--- config.mk ---
export PLATFORM = sky130hd
export DESIGN_NAME = imm_cell
export DESIGN_NICKNAME = d
export VERILOG_FILES = /design/src/rtl/core/imm_pkg.sv /design/src/rtl/core/imm_cell.sv
export SDC_FILE = /design/constraint.sdc
export NUM_CORES = 1
export LEC_CHECK = 0
export ABC_AREA = 0
export BUFFER_PORTS_ARGS = -buffer_cell sky130_fd_sc_hd__buf_2
export CAP_MARGIN = 20
export CORE_UTILIZATION = 50
export CTS_CLUSTER_DIAMETER = 60
export DETAILED_ROUTE_END_ITERATION = 10
export PLACE_DENSITY = 0.72
export SYNTH_ARGS = -nofsm -noshare
export SYNTH_HDL_FRONTEND = slang
export SYNTH_SLANG_ARGS = --single-unit
--- constraint.sdc ---
create_clock -name clock -period 10.55 [get_ports clock]
set_clock_uncertainty 0.15 [all_clocks]
set_input_delay 0.5275 -clock clock [delete_from_list [all_inputs] [get_ports clock]]
set_output_delay 0.5275 -clock clock [all_outputs]
set_load 0.005 [all_outputs]
--- src/rtl/core/imm_pkg.sv ---
`default_nettype none

package imm_pkg;

   localparam int MAX_DIM = 8;
   localparam int IDX_W   = 3;   // row / column / k index
   localparam int DIM_W   = 4;   // dimension registers, 1..MAX_DIM
   localparam int DATA_W  = 32;
   localparam int ADDR_W  = 2 * IDX_W;

   // request codes
   localparam logic [1:0] REQ_WRITE_A = 2'd0;
   localparam logic [1:0] REQ_WRITE_B = 2'd1;
   localparam logic [1:0] REQ_COMPUTE = 2'd2;

   // register indexes
   localparam logic [1:0] CSR_ROWS_A    = 2'd0;
   localparam logic [1:0] CSR_INNER_DIM = 2'd1;
   localparam logic [1:0] CSR_COLS_B    = 2'd2;

   // operand token handed from cell to cell
   typedef struct packed {
      logic              valid;
      logic              first;   // k == 0
      logic              last;    // k == inner_dim - 1
      logic [IDX_W-1:0]  k;
      logic [DATA_W-1:0] a;
   } token_type;

   // write of one B element into a cell's column
   typedef struct packed {
      logic              en;
      logic [IDX_W-1:0]  row;
      logic [DATA_W-1:0] data;
   } bwrite_type;

endpackage

`default_nettype wire

--- src/rtl/core/imm_cell.sv ---
`default_nettype none

module imm_cell (
   input  wire logic                          clock,
   input  wire logic                          reset,
   input  wire logic                          clear,
   input  wire imm_pkg::bwrite_type           b_wr,
   input  wire imm_pkg::token_type            tok_in,
   output imm_pkg::token_type                 tok_out,
   output logic [imm_pkg::DATA_W-1:0]         result,
   output logic                               done
);
   import imm_pkg::*;

   // one column of B, indexed by k
   logic [DATA_W-1:0]   b_col_ff [MAX_DIM];
   token_type           tok_ff;
   logic [DATA_W-1:0]   prod_ff;
   logic [DATA_W-1:0]   prod_in;
   logic                p_valid_ff;
   logic                p_first_ff;
   logic                p_last_ff;
   logic [DATA_W-1:0]   acc_ff;
   logic [DATA_W-1:0]   acc_in;
   logic                done_ff;
   logic                done_in;

   // low word of the product is the same for signed and unsigned operands
   assign prod_in = tok_in.a * b_col_ff[tok_in.k];

   always_comb begin
      acc_in  = acc_ff;
      done_in = done_ff;
      if (p_valid_ff) begin
         acc_in = (p_first_ff ? '0 : acc_ff) + prod_ff;
      end
      if (clear) begin
         done_in = 1'b0;
      end else if (p_valid_ff && p_last_ff) begin
         done_in = 1'b1;
      end
   end

   always_ff @(posedge clock) begin
      if (b_wr.en) begin
         b_col_ff[b_wr.row] <= b_wr.data;
      end
   end

   always_ff @(posedge clock) begin
      if (reset) begin
         tok_ff.valid <= 1'b0;
         p_valid_ff   <= 1'b0;
         done_ff      <= 1'b0;
      end else begin
         tok_ff.valid <= tok_in.valid;
         p_valid_ff   <= tok_in.valid;
         done_ff      <= done_in;
      end
      tok_ff.first <= tok_in.first;
      tok_ff.last  <= tok_in.last;
      tok_ff.k     <= tok_in.k;
      tok_ff.a     <= tok_in.a;
      prod_ff      <= prod_in;
      p_first_ff   <= tok_in.first;
      p_last_ff    <= tok_in.last;
      acc_ff       <= acc_in;
   end

   assign tok_out = tok_ff;
   assign result  = acc_ff;
   assign done    = done_ff;

endmodule

`default_nettype wire
== After elaboration in Yosys (flattened, before gate mapping) ==
Memory sizes are Yosys's and may differ from the RTL's.
Index checks and enable logic that the tools add are counted.
W data, S select, Z words.

* Flip-flop bits (word level): 103
* RAM bits: 256
* Input port bits: 77
* Output and inout bits: 71
* Logic and storage cells: 16
* Memories: 1

{| class="wikitable"
|+ Memory list
! memory !! depth !! width !! read ports !! clocked after memory_dff !! wr ports !! line !! source
|-
| b_col_ff || 8 || 32 || 1 || 0 || 1 || imm_cell.sv:16 || <nowiki>logic [DATA_W-1:0] b_col_ff [MAX_DIM];</nowiki>
|}

* $add $sub $neg: 1
* Multiply operators: 1
* Mux-type cells: 3
* Reduce and logical (&&, ||, !) cells: 2

{| class="wikitable"
|+ Operators with widths
! operator !! number
|-
| $add A32 B32 Y32 || 1
|-
| $mul A32 B32 Y32 || 1
|-
| $mux W32 || 1
|-
| $mux W1 || 2
|-
| $reduce_or A2 Y1 || 1
|-
| $logic_and A1 B1 Y1 || 1
|}

== Logic depth before layout (Yosys ltp) ==
Gate-level depths: netlist of the first run.

* Depth after elaboration: 2
* Depth in mapped cells: 33
* Mapped depth without buffers: 28

== Least setup slack after synthesis of the first run ==
Ideal clock, no wire load.

* Path kind: input to register
* Start point: input port tok_in[33] (netlist bit)
* End point: register prod_ff[31]
* Setup time: 0.123 ns
* Arrival time: 8.050 ns
* Data required time: 10.277 ns
* Path slack: 2.227 ns
* Cell stages on the path: 28
* Path buffers: 4
* Cell sequence: buf_6 buf_12 mux4_2 mux2i_1 clkbuf_1 clkbuf_1 nor2b_1 fa_1 inv_1 fa_1 fa_1 fa_1 inv_1 ha_1 ha_1 fa_1 fa_1 ha_1 a21o_1 a21o_1 a21o_1 a21o_1 a221o_1 o21ai_0 nor3_1 nor4_1 o31ai_1 xnor2_1

* Cells in the longest elaborated chain, start to end: 2

{| class="wikitable"
|+ RTL lines
! what !! line !! source
|-
| start, declared || imm_cell.sv:8 || <nowiki>input wire imm_pkg::token_type tok_in,</nowiki>
|-
| $mem_v2 Z8 W32 || -- ||
|-
| $mul A32 B32 Y32 || imm_cell.sv:29 || <nowiki>assign prod_in = tok_in.a * b_col_ff[tok_in.k];</nowiki>
|-
| via prod_in[31] || imm_cell.sv:19 || <nowiki>logic [DATA_W-1:0] prod_in;</nowiki>
|-
| end signal, assigned || imm_cell.sv:64 || <nowiki>prod_ff <= prod_in;</nowiki>
|-
| end, declared || imm_cell.sv:18 || <nowiki>logic [DATA_W-1:0] prod_ff;</nowiki>
|}

The timed path passes the listed nets, and every way through them passes these cells.
A chain may end at the register's enable or synchronous reset.

== Worst setup path in the final report of the first run ==
Ends and elaborated chain as after synthesis.

==> flow_metrics.env, run 1 <==
export IMPL_outcome="finished, final reports clean"
export IMPL_post_cts_setup_buffer_count=0
export IMPL_whs_ns=0.0355
export IMPL_holdCritPathClass="primary input to register"
export IMPL_cp_arrival_ns=9.11
export IMPL_core_area_um2=58100
export IMPL_ys_seq_area_share_pct=34.0
export IMPL_clock_tree_buffer_depth=3
export IMPL_synth_area_top_cells="edfxtp_1, fa_1, ha_1"
export IMPL_ff2ff_path_depth=24
export IMPL_gp_congestion=0.876
export IMPL_finalCritPeriodShare_pct=83.4
export IMPL_wl_mm=69.1
export IMPL_htree_levels=2
export IMPL_slew_headroom_pct=24.4
export IMPL_synthMostInstantiatedCell="fa_1"
export IMPL_stdcell_area_um2=32700
export IMPL_ys_top_cells_by_count="fa_1, inv_1, edfxtp_1, nand2_1, and2_1"
export IMPL_numCtsBuffers=42
export IMPL_tightest_slew_ns=1.13
export IMPL_synthFlopType="edfxtp_1"
export IMPL_cp_required_ns=10.85
export IMPL_tns_ns=0
export IMPL_grt_ovfl_total=0
export IMPL_critPathCaptureType="register"
export IMPL_setup_viol=0
export IMPL_wl_per_cell_um=20.3
export IMPL_dp_hpwl_mm=49.3
export IMPL_drive_above_1_share_pct=11.9
export IMPL_rows=88
export IMPL_cts_root_buf="clkbuf_16"
export IMPL_synth_edf_count=288
export IMPL_vias_per_cell=5.43
export IMPL_drt_pass1_iter_count=5
export IMPL_vias=18500
export IMPL_yosys_warnings=0
export IMPL_path_common_cell="fa_1"
export IMPL_maxSlewViolCount=0
export IMPL_grt_usage_pct=24.2
export IMPL_initial_core_util_pct=50.9
export IMPL_ios=148
export IMPL_die_w_um=245
export IMPL_regToRegSetupSlack_ns=2.12
export IMPL_min_from="b_wr[3]"
export IMPL_ant_nets=0
export IMPL_cap_viol_max_count=0
export IMPL_placed_area_um2=31000
export IMPL_antenna_found_initial=4
export IMPL_avgSynthCellArea_um2=11.9
export IMPL_clk_latency_ns=0.61
export IMPL_clk_pin_slew_ns=0.06
export IMPL_grt_pass1_wl_mm=112
export IMPL_reg2reg_to="prod_ff[31]"
export IMPL_cts_tree="yes"
export IMPL_drc=0
export IMPL_grt_pass1_vias=20800
export IMPL_path_class="primary input to register"
export IMPL_hold_path_depth=1
export IMPL_grt_max_degree=35
export IMPL_area_delta_synth_final_pct=10.4
export IMPL_yosysTopAreaCell="edfxtp_1"
export IMPL_clock_fmax_ghz=0.114
export IMPL_ys_types=63
export IMPL_slowest_stage="mux4_2"
export IMPL_synth_top_area_share_pct=29.2
export IMPL_final_hold_violation_count=0
export IMPL_synth_area_um2=29600
export IMPL_rsz0062_at_grt="false"
export IMPL_regToRegStartpoint="b_col_ff[3][3]"
export IMPL_min_to="b_col_ff[0][3]"
export IMPL_io_buffers=147
export IMPL_clock_sinks=359
export IMPL_critPathMaxStageDelay_ns=0.57
export IMPL_async_flop_share_pct=0
export IMPL_period_needed_ns=8.80
export IMPL_crit_path_start_kind="primary input"
export IMPL_syn_num_nets=3126
export IMPL_synthCells=2486
export IMPL_drt_iter0_markers=1075
export IMPL_ys_seq_elements=359
export IMPL_cp_max_fo=31
export IMPL_die_area_um2=60200
export IMPL_nets=3252
export IMPL_die_h_um=245
-- sequential cells by signal, summed over array words and instances (netlist names) --
name and cells:
done 1, p_first_ff 1, p_valid_ff 1, prod_ff 32, tok_out 35, b_col_ff 256, p_last_ff 1, result 32
-- cells by family after synthesis --
| family | Yosys count | synth area share [%] |
|---|---|---|
| flip-flops | 359 | 34.0 |
| XOR/XNOR | 113 | 3.42 |
| buffers and inverters | 515 | 7.09 |
| AO/OA/AOI/OAI | 161 | 3.66 |
| adder cells (fa/ha/maj) | 563 | 34.2 |
| AND/OR/NAND/NOR | 684 | 12.0 |
| multiplexers | 91 | 5.67 |
-- cell usage in the layout (no fill, tap or decap), types with 22 or more instances in the layout --
cell,instances
a21o_1,34
a21oi_1,44
and2_1,232
buf_2,146
buf_4,31
clkbuf_16,42
dfxtp_1,71
edfxtp_1,288
fa_1,409
ha_1,154
inv_1,406
mux2i_1,22
mux4_2,34
nand2_1,264
nand2b_1,32
nor2_1,23
nor2b_1,81
o21ai_0,28
xnor2_1,90
-- worst max-delay path, delay by kind of cell --
family / cells / cell delay, ns
AOI/OAI and AO/OA: 7 / 1.76
adders and majority gates: 9 / 3.90
and+or+nand+nor: 3 / 0.67
buffers and inverters: 5 / 1.36
muxes: 2 / 0.72
xor gates and xnor gates: 1 / 0.13
-- cell type report --
type	count	area (µm²)
fillers	4782	25500
multi-input cells	1612	17500
flip-flops and latches	359	10100
inverters	406	1520
repair buffers	191	1120
clock buffers	51	1100
well taps	765	957
clock inverters	25	394
diodes	4	10.0
-- per-layer routing --
layer  part of all wire [%]  GRT usage (%)  vias up
met4                    3.6           9.47        0
li1                       -              -     8188
met3                    6.4           3.97      163
met1                     40           30.0     9517
met5                      0              0        -
met2                     50           42.1      659
-- through the flow --
stage | setup WS [ns] | util, % | instances
after floorplan | 2.23 | - | 2486
after global placement | 1.22 | 53.3 | 3319
after detailed placement | 1.03 | 53.3 | 3319
after CTS | 1.60 | 56.1 | 3408
after global routing | 1.36 | 56.2 | 3409
final | 1.75 | 56.2 | 3413
-- what timing repair did --
action                                 CTS  global route
hold buffers                            13             0
gates resized for setup                  0             0
endpoints found under the hold margin   11             0
-- how the worst max path moves through the flow --
stage	startpoint	endpoint	slack, ns	cells after the start
6_report	tok_in[33]	prod_ff[31]	1.75	27
3_3_place_gp	tok_in[33]	prod_ff[31]	1.22	26
4_1_cts	tok_in[33]	prod_ff[31]	1.60	26
2_1_floorplan	tok_in[33]	prod_ff[31]	2.23	28
5_1_grt	tok_in[32]	prod_ff[31]	1.36	30
3_5_place_dp	tok_in[33]	prod_ff[31]	1.03	26
Power of run 1 is not shown: default switching activity piles up to over one toggle a cycle in this logic, so the estimate is an artifact.
==> inputs of run 2 (changes only) <==
--- a/config.mk
+++ b/config.mk
@@ -11,7 +11,7 @@
 export CORE_UTILIZATION = 50
 export CTS_CLUSTER_DIAMETER = 60
 export DETAILED_ROUTE_END_ITERATION = 10
-export PLACE_DENSITY = 0.72
+export PLACE_DENSITY = 0.75
 export SYNTH_ARGS = -nofsm -noshare
 export SYNTH_HDL_FRONTEND = slang
 export SYNTH_SLANG_ARGS = --single-unit
==> constraint.sdc (replaced) <==
create_clock -name clock -period 7.2 [get_ports clock]
set_clock_uncertainty 0.15 [all_clocks]
set_input_delay 0.36 -clock clock [delete_from_list [all_inputs] [get_ports clock]]
set_output_delay 0.36 -clock clock [all_outputs]
set_load 0.005 [all_outputs]
==> flow_metrics.env, run 2 (synthesis gave the netlist of run 1 again) <==
export IMPL_wl_met3_mm=4.55
export IMPL_gp_congestion=0.935
export IMPL_dp_hpwl_mm=54.4
export IMPL_regMostFlops="b_col_ff"
export IMPL_layout_common_cells="fa_1, inv_1, edfxtp_1"
export IMPL_reg2reg_to="prod_ff[23]"
export IMPL_cap_viol_max_count=0
export IMPL_largest_reg_flops=256
export IMPL_wl_mm=73.4
export IMPL_holdCritPathClass="primary input to register"
export IMPL_clk_latency_ns=0.60
export IMPL_setup_viol=9
export IMPL_clock_sinks=359
export IMPL_grt_ovfl_total=0
export IMPL_area_delta_synth_final_pct=19.9
export IMPL_cts_tree="yes"
export IMPL_core_area_um2=58100
export IMPL_regToRegStartpoint="b_col_ff[0][3]"
export IMPL_grt_max_degree=35
export IMPL_hold_path_depth=2
export IMPL_die_w_um=245
export IMPL_wl_met1_mm=28.4
export IMPL_diodes=0
export IMPL_regToRegSetupSlack_ns=-0.26
export IMPL_io_buffers=147
export IMPL_finalCritPeriodShare_pct=104
export IMPL_period_needed_ns=7.46
export IMPL_final_hold_violation_count=0
export IMPL_maxSlewViolCount=0
export IMPL_drt_iter0_markers=1129
export IMPL_grt_pass1_vias=21800
export IMPL_numCtsBuffers=41
export IMPL_layout_commonest_cell="fa_1"
export IMPL_htree_levels=2
export IMPL_crit_path_start_kind="register"
export IMPL_tightest_slew_ns=0.666
export IMPL_initial_core_util_pct=50.9
export IMPL_drc=0
export IMPL_ff2ff_path_depth=23
export IMPL_clock_fmax_ghz=0.134
export IMPL_rows=88
export IMPL_cp_max_fo=6
export IMPL_vias_per_cell=5.34
export IMPL_clk_pin_slew_ns=0.06
export IMPL_min_from="tok_in[16]"
export IMPL_ios=148
export IMPL_cp_arrival_ns=7.85
export IMPL_drive_above_1_share_pct=21.3
export IMPL_slew_headroom_pct=55.0
export IMPL_fin_ws_ns=-0.263
export IMPL_stdcell_area_um2=35500
export IMPL_routed_top_layer="met5"
export IMPL_ant_nets=0
export IMPL_die_area_um2=60200
export IMPL_nets=3498
export IMPL_path_class="register to register"
export IMPL_grt_pass1_wl_mm=117
export IMPL_cts_root_buf="clkbuf_16"
export IMPL_violations="negative setup slack"
export IMPL_wl_met2_mm=37.1
export IMPL_placed_area_um2=32700
export IMPL_rsz0062_at_grt="true"
export IMPL_die_h_um=245
export IMPL_drt_pass1_iter_count=5
export IMPL_grt_usage_pct=25.3
export IMPL_critPathCaptureType="register"
export IMPL_cp_required_ns=7.58
export IMPL_wl_per_cell_um=20.1
export IMPL_antenna_found_initial=2
export IMPL_clock_tree_buffer_depth=3
export IMPL_min_to="tok_out[16]"
export IMPL_vias=19500
export IMPL_outcome="finished with violations"
[run 2: cell types whose count changed in the layout (fill, tap and decap cells not counted), sizes merged]
cell and delta:
buf +193, bufinv -3, clkbuf +4, clkinv -2, diode -4, dlygate4sd3 +53, mux2 +1
[run 2: per-layer routing]
metal  up-vias  track usage [%]
met5         -                0
met4         2             10.6
met3       196             3.80
met2       709             44.2
met1      9939             31.4
li1       8689                -
[run 2: layout make-up]
cell class	count	area (µm²)
clock buffers	55	1080
clock inverters	20	272
fillers	4362	22700
inverters	406	1530
multi-input cells	1613	18100
flip-flops and latches	359	10100
well taps	765	957
repair buffers	437	3450
[run 2: worst max-delay path: stages (launching register included)]
cell and delay [ns]:
edfxtp_1 0.38, mux4_2 0.48, mux2_4 0.38, buf_6 0.17, and2_1 0.17, fa_1 0.51
inv_1 0.05, fa_1 0.47, fa_1 0.52, fa_1 0.57, inv_1 0.05, fa_1 0.47
fa_2 0.58, fa_1 0.43, fa_2 0.57, ha_4 0.21, a211o_1 0.34, o22a_1 0.21
o21ai_4 0.10, buf_6 0.14, inv_4 0.03, a21o_1 0.15, a21oi_2 0.14, xnor2_1 0.13
[run 2: metrics by stage]
| step | cells | setup WS (ns) | hold slack, ns | util [%] | TNS, ns |
|---|---|---|---|---|---|
| 2_1_floorplan | 2486 | -0.299 | 0.238 | - | -1.11 |
| 3_3_place_gp | 3483 | -0.736 | 0.313 | 56.1 | -7.90 |
| 3_5_place_dp | 3486 | -0.841 | 0.319 | 56.2 | -10.11 |
| 4_1_cts | 3639 | -0.332 | 0.0743 | 60.2 | -1.20 |
| 5_1_grt | 3655 | -0.479 | 0.0870 | 61.0 | -4.12 |
| 6_report | 3655 | -0.263 | 0.110 | 61.0 | -1.50 |
[run 2: how the worst max path moves through the flow]
| stage | from | endpoint | slack (ns) | cells after the start |
|---|---|---|---|---|
| after CTS | b_col_ff[2][3] | prod_ff[31] | -0.33 | 25 |
| final | b_col_ff[0][3] | prod_ff[23] | -0.26 | 23 |
| after detailed placement | tok_in[33] | prod_ff[31] | -0.84 | 26 |
| after global placement | tok_in[33] | prod_ff[31] | -0.74 | 26 |
| after floorplan | tok_in[33] | prod_ff[31] | -0.30 | 28 |
| after global routing | b_col_ff[5][7] | prod_ff[23] | -0.48 | 26 |
[run 2: repair_timing]
item / 4_1_cts / 5_1_grt
buffers inserted: 12 / 17
resized for setup: 46 / 94
pin swaps: 43 / 83
setup endpoints to repair: 15 / 14
cloned: 1 / 0
endpoints found under the hold margin: 288 / 0
hold buffers: 66 / 0
Power of run 2 is left out for the same reason.
